$ cat src/rtl/qcot_pkg.sv
// Shared types, widths and codes for the quad corner order tracker.
`timescale 1ns / 1ps

package qcot_pkg;

	// Coordinate and arithmetic widths.
	localparam int COORD_W = 12;
	localparam int SUM_W   = COORD_W + 1;
	localparam int DIFF_W  = COORD_W + 2;
	localparam int SQ_W    = 2 * COORD_W;
	localparam int DIST_W  = SQ_W + 1;
	localparam int LOST_W  = 4;
	localparam int LIMIT_W = 26;
	localparam int CMP_W   = (DIST_W > LIMIT_W) ? DIST_W : LIMIT_W;

	// Four corners; pair counter runs over previous slot and new corner.
	localparam int NCORNER = 4;
	localparam int IDX_W   = 2;
	localparam int CNT_W   = 2 * IDX_W + 1;
	localparam logic [IDX_W-1:0] LAST_IDX = IDX_W'(NCORNER - 1);

	// Configuration port.
	localparam int CFG_IDX_W  = 1;
	localparam int CFG_DATA_W = LIMIT_W;
	localparam logic [CFG_IDX_W-1:0] REG_MAX_LOST    = 1'b0;
	localparam logic [CFG_IDX_W-1:0] REG_MATCH_LIMIT = 1'b1;
	localparam logic [LOST_W-1:0]    MAX_LOST_RESET  = LOST_W'(3);
	localparam logic [LIMIT_W-1:0]   LIMIT_RESET     = LIMIT_W'(90000);

	typedef logic [COORD_W-1:0] coord_t;
	typedef logic [SQ_W-1:0]    sq_t;
	typedef logic [DIST_W-1:0]  dist_t;

	typedef enum logic [1:0] {
		STATUS_FRESH = 2'd0,
		STATUS_HELD  = 2'd1,
		STATUS_NONE  = 2'd2
	} status_t;

	typedef enum logic [1:0] {
		S_IDLE,
		S_MATCH,
		S_GEOM,
		S_DONE
	} state_t;

	typedef struct packed {
		logic   quad_found;
		coord_t corner0_x;
		coord_t corner0_y;
		coord_t corner1_x;
		coord_t corner1_y;
		coord_t corner2_x;
		coord_t corner2_y;
		coord_t corner3_x;
		coord_t corner3_y;
	} frame_t;

	typedef struct packed {
		status_t frame_status;
		coord_t  out_tl_x;
		coord_t  out_tl_y;
		coord_t  out_bl_x;
		coord_t  out_bl_y;
		coord_t  out_br_x;
		coord_t  out_br_y;
		coord_t  out_tr_x;
		coord_t  out_tr_y;
	} result_t;

	// Sequencer controls handed to the datapath.
	typedef struct packed {
		logic frame_ready;
		logic issue;
		logic load_out;
	} ctrl_t;

endpackage

$ cat src/rtl/qcot_if.sv
// Valid/ready channel interfaces for frame items and results.
`timescale 1ns / 1ps

interface qcot_frame_if import qcot_pkg::*; ();
	logic   valid;
	logic   ready;
	frame_t payload;

	modport source (output valid, output payload, input ready);
	modport sink (input valid, input payload, output ready);
endinterface

interface qcot_result_if import qcot_pkg::*; ();
	logic    valid;
	logic    ready;
	result_t payload;

	modport source (output valid, output payload, input ready);
	modport sink (input valid, input payload, output ready);
endinterface

$ cat src/rtl/qcot_sqdist.sv
// Shared squared-distance unit: registered squares, sum on the following cycle.
`timescale 1ns / 1ps

module qcot_sqdist import qcot_pkg::*; (
	input  logic   clk,
	input  logic   en,
	input  coord_t ax,
	input  coord_t ay,
	input  coord_t bx,
	input  coord_t by,
	output dist_t  sq_dist
);

	coord_t dx;
	coord_t dy;
	sq_t    sq_x_s1;
	sq_t    sq_y_s1;

	// Absolute differences along each axis.
	always_comb begin
		dx = (ax > bx) ? (ax - bx) : (bx - ax);
		dy = (ay > by) ? (ay - by) : (by - ay);
	end

	// One multiplier per axis, registered before the sum.
	always_ff @(posedge clk) begin
		if (en) begin
			sq_x_s1 <= SQ_W'(dx) * SQ_W'(dx);
			sq_y_s1 <= SQ_W'(dy) * SQ_W'(dy);
		end
	end

	assign sq_dist = DIST_W'(sq_x_s1) + DIST_W'(sq_y_s1);

endmodule

$ cat src/rtl/quad_corner_order_tracker_unit.sv
// A missed frame goes straight to its result; a fresh quad without tracking takes the
// geometric pass; a tracked match runs up to 16 distance pairs through one shared
// squared-distance unit plus its pipeline stage; a failed row falls back to that pass.
// Throughput: one item at a time; the next is taken once the result is registered.
// Reset (arst_n low, asynchronous): tracking off, lost count and corners zero,
// registers back to 3 missed frames and a limit of 90000.
`timescale 1ns / 1ps

module quad_corner_order_tracker_unit import qcot_pkg::*; (
	input  logic                  clk,
	input  logic                  arst_n,
	qcot_frame_if.sink            frame,
	qcot_result_if.source         result,
	input  logic                  cfg_write,
	input  logic [CFG_IDX_W-1:0]  cfg_index,
	input  logic [CFG_DATA_W-1:0] cfg_data
);

	// Configuration registers.
	logic [LOST_W-1:0]  max_lost_q;
	logic [LIMIT_W-1:0] limit_q;

	// Sequencer and tracking state.
	state_t            state_q, state_d;
	ctrl_t             ctrl;
	logic              tracking_q;
	logic [LOST_W-1:0] lost_q;
	status_t           status_q;
	coord_t            prev_x_q [NCORNER];
	coord_t            prev_y_q [NCORNER];
	coord_t            cx_q [NCORNER];
	coord_t            cy_q [NCORNER];

	// Greedy match state.
	logic [CNT_W-1:0]   cnt_q;
	logic [NCORNER-1:0] used_q;
	logic               v_s1;
	logic [IDX_W-1:0]   i_s1;
	logic [IDX_W-1:0]   j_s1;
	coord_t             bx_s1;
	coord_t             by_s1;
	dist_t              best_d_q;
	coord_t             best_x_q;
	coord_t             best_y_q;
	logic [IDX_W-1:0]   best_j_q;
	logic               found_q;

	// Geometric ordering state.
	logic [IDX_W-1:0]         g_idx_q;
	logic [SUM_W-1:0]         min_s_q;
	logic [SUM_W-1:0]         max_s_q;
	logic signed [DIFF_W-1:0] min_d_q;
	logic signed [DIFF_W-1:0] max_d_q;

	// Output register.
	logic    out_valid_q;
	result_t out_q;

	// Combinational helpers.
	logic                     frame_acc;
	logic [IDX_W-1:0]         rd_idx;
	coord_t                   rd_x;
	coord_t                   rd_y;
	dist_t                    pair_dist;
	logic                     cand;
	dist_t                    nb_d;
	coord_t                   nb_x;
	coord_t                   nb_y;
	logic [IDX_W-1:0]         nb_j;
	logic                     nb_found;
	logic                     row_end;
	logic                     row_fail;
	logic [SUM_W-1:0]         g_s;
	logic signed [DIFF_W-1:0] g_d;
	logic                     g_first;

	assign frame_acc = frame.valid && ctrl.frame_ready;

	// Configuration writes; unknown indexes cannot occur with a one-bit index.
	always_ff @(posedge clk or negedge arst_n) begin
		if (!arst_n) begin
			max_lost_q <= MAX_LOST_RESET;
			limit_q    <= LIMIT_RESET;
		end else if (cfg_write) begin
			case (cfg_index)
				REG_MAX_LOST:    max_lost_q <= cfg_data[LOST_W-1:0];
				REG_MATCH_LIMIT: limit_q    <= cfg_data[LIMIT_W-1:0];
				default:         ;
			endcase
		end
	end

	// Next-state logic of the sequencer.
	always_comb begin
		state_d = state_q;
		case (state_q)
			S_IDLE: begin
				if (frame.valid) begin
					if (!frame.payload.quad_found) state_d = S_DONE;
					else if (tracking_q)           state_d = S_MATCH;
					else                           state_d = S_GEOM;
				end
			end
			S_MATCH: begin
				if (row_end) begin
					if (row_fail)              state_d = S_GEOM;
					else if (i_s1 == LAST_IDX) state_d = S_DONE;
				end
			end
			S_GEOM: begin
				if (g_idx_q == LAST_IDX) state_d = S_DONE;
			end
			S_DONE: begin
				if (!out_valid_q || result.ready) state_d = S_IDLE;
			end
			default: state_d = S_IDLE;
		endcase
	end

	// Sequencer outputs.
	always_comb begin
		ctrl.frame_ready = (state_q == S_IDLE);
		ctrl.issue       = (state_q == S_MATCH) && !cnt_q[CNT_W-1];
		ctrl.load_out    = (state_q == S_DONE) && (!out_valid_q || result.ready);
	end

	always_ff @(posedge clk or negedge arst_n) begin
		if (!arst_n) state_q <= S_IDLE;
		else         state_q <= state_d;
	end

	// One shared read port on the new corners, used by the match and the geometric pass.
	assign rd_idx = (state_q == S_GEOM) ? g_idx_q : cnt_q[IDX_W-1:0];
	assign rd_x   = cx_q[rd_idx];
	assign rd_y   = cy_q[rd_idx];

	qcot_sqdist u_sqdist (
		.clk     (clk),
		.en      (ctrl.issue),
		.ax      (prev_x_q[cnt_q[2*IDX_W-1:IDX_W]]),
		.ay      (prev_y_q[cnt_q[2*IDX_W-1:IDX_W]]),
		.bx      (rd_x),
		.by      (rd_y),
		.sq_dist (pair_dist)
	);

	// Running nearest unused corner for the current previous slot.
	always_comb begin
		cand     = !used_q[j_s1] && (!found_q || (pair_dist < best_d_q));
		nb_d     = cand ? pair_dist : best_d_q;
		nb_x     = cand ? bx_s1 : best_x_q;
		nb_y     = cand ? by_s1 : best_y_q;
		nb_j     = cand ? j_s1  : best_j_q;
		nb_found = cand || found_q;
		row_end  = (state_q == S_MATCH) && v_s1 && (j_s1 == LAST_IDX);
		row_fail = !nb_found || (CMP_W'(nb_d) > CMP_W'(limit_q));
	end

	// Sum and difference of the corner under the geometric pass.
	always_comb begin
		g_s     = SUM_W'(rd_x) + SUM_W'(rd_y);
		g_d     = $signed(DIFF_W'(rd_y)) - $signed(DIFF_W'(rd_x));
		g_first = (g_idx_q == '0);
	end

	// Pair issue stage: counter, pipeline tags and captured candidate coordinates.
	always_ff @(posedge clk or negedge arst_n) begin
		if (!arst_n) begin
			cnt_q <= '0;
			v_s1  <= 1'b0;
		end else begin
			v_s1 <= ctrl.issue;
			if (frame_acc)       cnt_q <= '0;
			else if (ctrl.issue) cnt_q <= cnt_q + 1'b1;
		end
	end

	always_ff @(posedge clk) begin
		if (ctrl.issue) begin
			i_s1  <= cnt_q[2*IDX_W-1:IDX_W];
			j_s1  <= cnt_q[IDX_W-1:0];
			bx_s1 <= rd_x;
			by_s1 <= rd_y;
		end
	end

	// Best-so-far registers for the row in progress.
	always_ff @(posedge clk) begin
		if ((state_q == S_MATCH) && v_s1 && (j_s1 != LAST_IDX)) begin
			best_d_q <= nb_d;
			best_x_q <= nb_x;
			best_y_q <= nb_y;
			best_j_q <= nb_j;
		end
	end

	// Geometric extremes; the first corner seeds all four.
	always_ff @(posedge clk) begin
		if (state_q == S_GEOM) begin
			if (g_first || (g_s < min_s_q)) min_s_q <= g_s;
			if (g_first || (g_s > max_s_q)) max_s_q <= g_s;
			if (g_first || (g_d < min_d_q)) min_d_q <= g_d;
			if (g_first || (g_d > max_d_q)) max_d_q <= g_d;
		end
	end

	// Corner capture on acceptance.
	always_ff @(posedge clk) begin
		if (frame_acc) begin
			cx_q[0] <= frame.payload.corner0_x;
			cy_q[0] <= frame.payload.corner0_y;
			cx_q[1] <= frame.payload.corner1_x;
			cy_q[1] <= frame.payload.corner1_y;
			cx_q[2] <= frame.payload.corner2_x;
			cy_q[2] <= frame.payload.corner2_y;
			cx_q[3] <= frame.payload.corner3_x;
			cy_q[3] <= frame.payload.corner3_y;
		end
	end

	// Tracking state, previous corners and match bookkeeping.
	always_ff @(posedge clk or negedge arst_n) begin
		if (!arst_n) begin
			tracking_q <= 1'b0;
			lost_q     <= '0;
			status_q   <= STATUS_NONE;
			used_q     <= '0;
			found_q    <= 1'b0;
			g_idx_q    <= '0;
			for (int k = 0; k < NCORNER; k++) begin
				prev_x_q[k] <= '0;
				prev_y_q[k] <= '0;
			end
		end else begin
			case (state_q)
				S_IDLE: begin
					if (frame_acc) begin
						used_q  <= '0;
						found_q <= 1'b0;
						g_idx_q <= '0;
						if (!frame.payload.quad_found) begin
							if (tracking_q && (lost_q < max_lost_q)) begin
								lost_q   <= lost_q + 1'b1;
								status_q <= STATUS_HELD;
							end else begin
								tracking_q <= 1'b0;
								status_q   <= STATUS_NONE;
							end
						end
					end
				end
				S_MATCH: begin
					if (v_s1) begin
						if (j_s1 != LAST_IDX) begin
							found_q <= nb_found;
						end else begin
							found_q <= 1'b0;
							// A rejected row leaves the geometric pass to rewrite all slots.
							if (!row_fail) begin
								prev_x_q[i_s1] <= nb_x;
								prev_y_q[i_s1] <= nb_y;
								used_q[nb_j]   <= 1'b1;
								if (i_s1 == LAST_IDX) begin
									tracking_q <= 1'b1;
									lost_q     <= '0;
									status_q   <= STATUS_FRESH;
								end
							end
						end
					end
				end
				S_GEOM: begin
					g_idx_q <= g_idx_q + 1'b1;
					// Slots: top-left min sum, bottom-left max diff, bottom-right max sum,
					// top-right min diff; strict compares keep the lowest index on ties.
					if (g_first || (g_s < min_s_q)) begin
						prev_x_q[0] <= rd_x;
						prev_y_q[0] <= rd_y;
					end
					if (g_first || (g_d > max_d_q)) begin
						prev_x_q[1] <= rd_x;
						prev_y_q[1] <= rd_y;
					end
					if (g_first || (g_s > max_s_q)) begin
						prev_x_q[2] <= rd_x;
						prev_y_q[2] <= rd_y;
					end
					if (g_first || (g_d < min_d_q)) begin
						prev_x_q[3] <= rd_x;
						prev_y_q[3] <= rd_y;
					end
					if (g_idx_q == LAST_IDX) begin
						tracking_q <= 1'b1;
						lost_q     <= '0;
						status_q   <= STATUS_FRESH;
					end
				end
				S_DONE: ;
				default: ;
			endcase
		end
	end

	// Result register: holds until taken, cleared coordinates when nothing is tracked.
	always_ff @(posedge clk or negedge arst_n) begin
		if (!arst_n) begin
			out_valid_q <= 1'b0;
		end else if (ctrl.load_out) begin
			out_valid_q <= 1'b1;
		end else if (result.ready) begin
			out_valid_q <= 1'b0;
		end
	end

	always_ff @(posedge clk) begin
		if (ctrl.load_out) begin
			out_q.frame_status <= status_q;
			out_q.out_tl_x <= (status_q == STATUS_NONE) ? '0 : prev_x_q[0];
			out_q.out_tl_y <= (status_q == STATUS_NONE) ? '0 : prev_y_q[0];
			out_q.out_bl_x <= (status_q == STATUS_NONE) ? '0 : prev_x_q[1];
			out_q.out_bl_y <= (status_q == STATUS_NONE) ? '0 : prev_y_q[1];
			out_q.out_br_x <= (status_q == STATUS_NONE) ? '0 : prev_x_q[2];
			out_q.out_br_y <= (status_q == STATUS_NONE) ? '0 : prev_y_q[2];
			out_q.out_tr_x <= (status_q == STATUS_NONE) ? '0 : prev_x_q[3];
			out_q.out_tr_y <= (status_q == STATUS_NONE) ? '0 : prev_y_q[3];
		end
	end

	assign frame.ready    = ctrl.frame_ready;
	assign result.valid   = out_valid_q;
	assign result.payload = out_q;

	// Each completed row of the greedy match has claimed exactly one new corner.
	a_used_per_row: assert property (@(posedge clk) disable iff (!arst_n)
		(state_q == S_MATCH) && v_s1 |-> ($countones(used_q) == int'(i_s1)))
		else $error("used corner count does not match the row under comparison");

	// Matching only ever runs against corners that are being tracked.
	a_match_needs_tracking: assert property (@(posedge clk) disable iff (!arst_n)
		(state_q == S_MATCH) |-> tracking_q)
		else $error("greedy match running without tracking");

	// A result with no corners carries all-zero coordinates.
	a_none_zero: assert property (@(posedge clk) disable iff (!arst_n)
		result.valid && (result.payload.frame_status == STATUS_NONE) |->
		(result.payload.out_tl_x == '0) && (result.payload.out_tl_y == '0) &&
		(result.payload.out_bl_x == '0) && (result.payload.out_bl_y == '0) &&
		(result.payload.out_br_x == '0) && (result.payload.out_br_y == '0) &&
		(result.payload.out_tr_x == '0) && (result.payload.out_tr_y == '0))
		else $error("no-corner result carries non-zero coordinates");

endmodule

$ cat src/flat_wrapper.sv
// flat-port wrapper written by rule: the top's interface ports become plain ports
module quad_corner_order_tracker_unit_flat import qcot_pkg::*;
  (clk, arst_n, cfg_write, cfg_index, cfg_data, frame_valid, frame_payload, frame_ready, result_valid, result_payload, result_ready);
  qcot_frame_if frame_i ();
  qcot_result_if result_i ();
  input  logic clk;
  input  logic arst_n;
  input  logic cfg_write;
  input  logic [CFG_IDX_W-1:0] cfg_index;
  input  logic [CFG_DATA_W-1:0] cfg_data;
  input wire logic [$bits(frame_i.valid)-1:0] frame_valid;
  input wire logic [$bits(frame_i.payload)-1:0] frame_payload;
  output wire logic [$bits(frame_i.ready)-1:0] frame_ready;
  output wire logic [$bits(result_i.valid)-1:0] result_valid;
  output wire logic [$bits(result_i.payload)-1:0] result_payload;
  input wire logic [$bits(result_i.ready)-1:0] result_ready;
  assign frame_i.valid = frame_valid;
  assign frame_i.payload = frame_payload;
  assign frame_ready = frame_i.ready;
  assign result_valid = result_i.valid;
  assign result_payload = result_i.payload;
  assign result_i.ready = result_ready;
  quad_corner_order_tracker_unit u_core (.clk(clk), .arst_n(arst_n), .frame(frame_i), .result(result_i), .cfg_write(cfg_write), .cfg_index(cfg_index), .cfg_data(cfg_data));
endmodule
$ cat config.mk
export PLATFORM = sky130hd
export DESIGN_NAME = quad_corner_order_tracker_unit_flat
export DESIGN_NICKNAME = d
export VERILOG_FILES = /design/src/rtl/qcot_pkg.sv /design/src/rtl/qcot_if.sv /design/src/rtl/qcot_sqdist.sv /design/src/rtl/quad_corner_order_tracker_unit.sv /design/src/flat_wrapper.sv
export SDC_FILE = /design/constraint.sdc
export NUM_CORES = 1
export LEC_CHECK = 0
export BUFFER_PORTS_ARGS = -buffer_cell sky130_fd_sc_hd__buf_4
export CAP_MARGIN = 20
export CORE_ASPECT_RATIO = 0.5
export CORE_MARGIN = 2
export CORE_UTILIZATION = 60
export DETAILED_ROUTE_END_ITERATION = 12
export PLACE_DENSITY_LB_ADDON = 0.15
export SYNTH_ARGS = -nofsm -noshare
export SYNTH_HDL_FRONTEND = slang
export SYNTH_SLANG_ARGS = --single-unit
$ cat constraint.sdc
create_clock -name clk -period 25.5 [get_ports clk]
set_clock_uncertainty 0.05 [all_clocks]
set_input_delay 1.275 -clock clk [delete_from_list [all_inputs] [get_ports clk]]
set_output_delay 1.275 -clock clk [all_outputs]
set_load 0.05 [all_outputs]
==> results of run 1 <==
[metrics by stage]
stage	area (sq um)	hold WS, ns
after detailed placement	37000	0.442
final	38700	0.457
after CTS	38600	0.458
after global routing	38700	0.469
after global placement	37000	0.440
after floorplan	34500	0.373
[kinds of logic after synthesis]
family                   after synthesis  share of synthesized area (%)
multiplexers                         208                           8.27
AO/OA/AOI/OAI                        502                           9.27
AND/OR/NAND/NOR                      579                           8.47
adder cells (fa/ha/maj)              493                           21.6
flip-flops                           520                           43.2
XOR/XNOR                             110                           2.92
buffers and inverters                563                           6.30
[layout make-up]
type / count / area [sq um]
clock buffers: 73 / 1430
multi-input cells: 1892 / 17500
diodes: 1 / 2.50
repair buffers: 255 / 1930
flip-flops and latches: 520 / 14900
well taps: 768 / 961
clock inverters: 17 / 179
fillers: 4296 / 18400
inverters: 476 / 1790
[worst reg2reg max path: cells and delay by family (launching register included)]
family | cells | cell delay [ns]
adders and majority gates | 9 | 3.83
muxes | 3 | 1.52
xor gates and xnor gates | 2 | 0.82
and+or+nand+nor | 4 | 0.51
buffers and inverters | 7 | 1.22
AOI/OAI and AO/OA | 10 | 2.71
DFF | 1 | 0.42
[sequential cells by signal (all words and copies together) (netlist names), 23 cells and up]
name,count
u_core.u_sqdist.sq_y_s1,23
u_core.cy_q,48
u_core.result.payload,98
u_core.best_d_q,25
u_core.limit_q,26
u_core.cx_q,48
u_core.u_sqdist.sq_x_s1,23
u_core.prev_x_q,48
u_core.prev_y_q,48
[synth_stat cells (6+ instances only)]
cell,n,area [sq um]
and2_1,102,638
nor2_1,148,556
mux4_2,49,1100
inv_2,9,33.8
nor2b_1,38,238
o21a_1,41,308
and3_1,12,75.1
nand2_1,130,488
o21bai_1,13,97.6
mux2i_1,42,420
a31oi_1,10,62.6
nand2b_1,27,169
dfrtp_1,137,3430
o21ai_0,159,796
a221oi_1,6,52.6
a41oi_1,7,61.3
o211ai_1,29,218
clkbuf_1,54,203
nand3_1,27,135
edfxtp_1,371,11100
nor3_1,27,135
and4_1,8,70.1
inv_1,465,1750
a21oi_1,113,566
mux2_2,115,1290
dfstp_2,12,315
xor2_1,30,263
a21o_1,54,405
fa_1,171,3420
a211oi_1,9,67.6
nand4_1,16,100
buf_2,22,110
a21boi_0,9,67.6
xnor2_1,74,648
or2_2,10,62.6
or3_1,8,50.1
ha_1,322,4030
[metal layers]
metal | vias up | track usage (%)
met3 | 104 | 4.50
met2 | 726 | 44.9
met4 | 0 | 6.57
li1 | 10700 | -
met5 | - | 0
met1 | 11500 | 42.4
[how the worst max path moves through the flow]
| stage | endpoint | slack (ns) | cells after the start |
|---|---|---|---|
| floorplan | u_core.u_sqdist.sq_y_s1[23] | 15.67 | 36 |
| detailed placement | u_core.u_sqdist.sq_y_s1[23] | 14.22 | 35 |
| global placement | u_core.u_sqdist.sq_x_s1[23] | 14.52 | 35 |
| finish | u_core.u_sqdist.sq_y_s1[23] | 14.17 | 35 |
| global route | u_core.u_sqdist.sq_y_s1[23] | 13.53 | 35 |
| CTS | u_core.u_sqdist.sq_y_s1[23] | 14.18 | 35 |
[cells in the final DEF (no fill, tap or decap), types with 27 or more instances in the layout]
cell,synthesis,layout
a21o_1,54,54
edfxtp_1,371,371
a21oi_1,113,112
ha_1,322,322
buf_4,4,252
mux2_2,115,115
fa_1,171,171
nand2_1,130,130
mux2i_1,42,40
o21ai_0,159,159
xnor2_1,74,74
nor2b_1,38,37
nor2_1,148,148
nor3_1,27,27
and2_1,102,101
mux4_2,49,49
inv_1,465,463
dfrtp_1,137,136
nand3_1,27,27
xor2_1,30,30
clkbuf_16,0,49
o21a_1,41,41
o211ai_1,29,29
==> results.yml, run 1 <==
clock_network:
  post_cts_resize_count: 0
  clk_pin_slew_ns: 0.07
  cts_tree: "built"
  post-cts-setup-buffers: 0
  ctsHoldBuffers: 0
  clock_path_buffers: 3
  cts_made_buffers: 48
  cts.sinks: 520
  insertion_delay_ns: 0.61
  clock-root-buffer: "clkbuf_16"
  htreeDepth: 2
floorplanning:
  die_x_microns: 343
  pin_count: 229
  rows: 62
  dieHeight_microns: 174
  die_area_sq_um: 59500
  core_area_sq_um: 57100
  initial_core_util_pct: 60.4
placement:
  dpl_worst_slack_ns: 14.22
  post-place-cells: 3907
  port_buffers: 228
  hpwl_mm: 63.0
  gp_congestion: 0.935
route:
  drt-met1-wl_mm: 38.1
  drtIter0Drc: 1763
  drcViolationCount: 0
  highest_layer: "met4"
  viasPerCell: 5.76
  wl_met2_mm: 37.9
  drt_pre_antenna_iters: 5
  met3WireLength_mm: 5.58
  wl_per_cell_microns: 20.8
  num_vias: 23000
  drt.antenna.violating_nets: 0
  drt_wl_total_mm: 83.3
grt:
  grt_overflow: 0
  first_global_vias: 23300
  grt_max_degree: 97
  antenna_found_initial: 0
  grt_use_total_pct: 28.6
  grt_pass1_wl_mm: 132
setup_path:
  critPathMaxStageDelay_ns: 0.73
  cp-start-kind: "flip-flop"
  arrival_ns: 11.63
  required_ns: 25.80
  reg2reg_to: "u_core.u_sqdist.sq_y_s1[23]"
  path_max_fanout: 36
  path_delay_family: "adder cells"
  rr_startpoint: "u_core.state_q[0]"
  r2r_slack_ns: 14.17
  slowest_stage: "mux4_2"
  setup.worst_path.start: "u_core.state_q[0]"
  path_buf_inv: 7
  endpoint_kind: "flip-flop"
  critical_path_class: "flip-flop to flip-flop"
  reg2reg_depth: 35
  crit_path_frequent_cell: "fa_1"
yosys:
  synth_warnings: 0
  syn_area_per_cell_sq_um: 11.6
  async_flop_share_pct: 28.7
  ys_types: 90
  seq_area_frac_synth_pct: 43.2
  synth_flop_cell: "edfxtp_1"
  synth-seq-cells: 520
  syn_inst: 2975
  synth_edf_count: 371
  syn-cell-area_sq_um: 34500
  syn_nets: 3597
timing:
  finalHoldViolations: 0
  finalWorstSetupSlack_ns: 14.17
  final-max-slew-violation-count: 0
  max_freq_mhz: 88.3
  setup_viol: 0
  finalCriticalPeriod_ns: 11.33
  rsz0062_at_grt: "no"
  relSlewSlack_pct: 22.7
  timing.setup.tns_ns: 0
  fin_crit_sh_pct: 44.4
  worst_slew_pin_slew_ns: 1.16
hold_path:
  hold_path_class: "flip-flop to flip-flop"
  hold_start: "u_core.limit_q[15]"
  hold_end: "u_core.limit_q[15]"
  min_path_cells: 1
finish:
  area_growth_pct: 12.2
  fin_nets: 3815
  layout-drive-gt1-share_pct: 17.4
  utilization_pct: 67.8
  instances_no_fill: 4002
run_status:
  status: "finished, final reports clean"
run:
  cap_violations: 0
Power of run 1 is not shown: default switching activity piles up to over one toggle a cycle in this logic, so the estimate is an artifact.
==> run 2: changes to the inputs <==
clock period = 11.4 ns   (was 25.5 ns; I/O delays follow)
==> run 2 against run 1 <==
Effect of this change: die area is the same; via count is essentially flat; sequential share of layout area shrank 0.14 points; setup slack lost 13 ns; utilization grew 0.24 points; non-clock buffer count grew 16; critical path type unchanged.
==> results.yml, run 2 (synthesis results as in run 1) <==
clock_network:
  post-cts-setup-buffers: 0
  clk_pin_slew_ns: 0.07
  insertion_delay_ns: 0.62
  cts.sinks: 520
  cts_made_buffers: 46
  clock-root-buffer: "clkbuf_16"
  cts_tree: "built"
  clock_path_buffers: 3
  htreeDepth: 2
setup_path:
  cp-start-kind: "flip-flop"
  path_max_fanout: 35
  rr_startpoint: "u_core.state_q[0]"
  setup.worst_path.start: "u_core.state_q[0]"
  critical_path_class: "flip-flop to flip-flop"
  reg2reg_depth: 35
  crit_path_frequent_cell: "fa_1"
  slowest_stage: "xnor2_1"
  endpoint_kind: "flip-flop"
  critPathMaxStageDelay_ns: 0.83
  required_ns: 11.69
  arrival_ns: 11.01
timing:
  worst_slew_pin_slew_ns: 1.05
  relSlewSlack_pct: 29.4
  final-max-slew-violation-count: 0
  finalCriticalPeriod_ns: 10.72
  setup_viol: 0
  timing.setup.tns_ns: 0
  fin_crit_sh_pct: 94.0
  hold_ws_ns: 0.0736
  rsz0062_at_grt: "no"
  finalHoldViolations: 0
  max_freq_mhz: 93.3
run_status:
  status: "finished, final reports clean"
finish:
  layout_commonest_cell: "inv_1"
  area_growth_pct: 12.6
  final_cell_mix: "inv_1 (463), edfxtp_1 (371), ha_1 (322)"
  largest_reg_flops: 98
  layout-drive-gt1-share_pct: 18.0
  instances_no_fill: 4013
  diodes: 0
  fin_nets: 3829
  final.fill_count: 4259
floorplanning:
  rows: 62
  core_area_sq_um: 57100
  die_x_microns: 343
  dieHeight_microns: 174
  initial_core_util_pct: 60.4
  die_area_sq_um: 59500
  pin_count: 229
route:
  drt_wl_total_mm: 83.1
  wl_per_cell_microns: 20.7
  drtIter0Drc: 1731
  drcViolationCount: 0
  num_vias: 23000
  viasPerCell: 5.74
  drt.antenna.violating_nets: 0
  drt_pre_antenna_iters: 5
grt:
  grt_max_degree: 97
  grt_pass1_wl_mm: 132
  grt_use_total_pct: 28.8
  first_global_vias: 23700
  grt_overflow: 0
  antenna_found_initial: 0
hold_path:
  hold_path_class: "primary input to flip-flop"
  min_path_cells: 1
  hold_start: "frame_payload[91]"
placement:
  port_buffers: 228
  post-place-cells: 3924
  gp_congestion: 0.932
  hpwl_mm: 63.0
run:
  cap_violations: 0
run 2: changes by cell type in the layout (fill, tap and decap cells not counted), sizes merged:
cell	change
buf	+15
diode	-1
clkbuf	-18
bufinv	+4
clkinvlp	+11
dlygate4sd3	+1
clkinv	-1
run 2: per-layer routing:
layer | vias to the layer above | GRT usage (%) | share of wire, %
li1 | 10700 | - | -
met1 | 11400 | 40.8 | 44
met2 | 747 | 45.9 | 47
met3 | 139 | 5.32 | 6.9
met4 | 0 | 8.22 | 2.7
met5 | - | 0 | 0
run 2: stage by stage:
| step | setup slack (ns) | instance area (sq um) | utilization (%) |
|---|---|---|---|
| final | 0.679 | 38800 | 68.0 |
| after global routing | 0.0936 | 38800 | 68.0 |
| after CTS | 0.566 | 38800 | 67.9 |
| after detailed placement | 0.636 | 37200 | 65.1 |
| after global placement | 0.947 | 37200 | 65.1 |
| after floorplan | 1.57 | 34500 | - |
run 2: what timing repair did:
action / in CTS / in global routing
resized for setup: 0 / 2
setup endpoints to repair: 0 / 2
hold endpoints to repair: 4 / 0
hold buffers: 1 / 0
run 2: cell type report:
type                            count  area (sq um)  area share [%]
Multi-Input combinational cell   1892         17500            45.1
Sequential cell                   520         14900            38.3
Timing Repair Buffer              271          2080            5.36
Inverter                          476          1790            4.61
Clock buffer                       55          1220            3.13
Tap cell                          768           961            2.48
Clock inverter                     31           365           0.941
run 2: path summary, 6_finish.rpt:
check                           slack (ns)                     endpoint
worst max-delay path                  0.68  u_core.u_sqdist.sq_x_s1[23]
worst min register to register        0.46           u_core.limit_q[13]
worst min-delay path                  0.07            u_core.cx_q[0][7]
worst max register to register        0.68  u_core.u_sqdist.sq_x_s1[23]
max in group asynchronous             9.16              u_core.cnt_q[2]
min in group asynchronous             0.51           u_core.limit_q[13]
run 2: critical path: cells and delay by family (launching register included):
| kind | cells | cell delay, ns |
|---|---|---|
| flops | 1 | 0.42 |
| simple gates | 4 | 0.62 |
| mux | 3 | 0.87 |
| compound gates | 10 | 2.32 |
| buf+inv | 7 | 1.37 |
| fa+ha+maj | 9 | 3.78 |
| xor+xnor | 2 | 0.99 |
Power of run 2 is left out for the same reason.
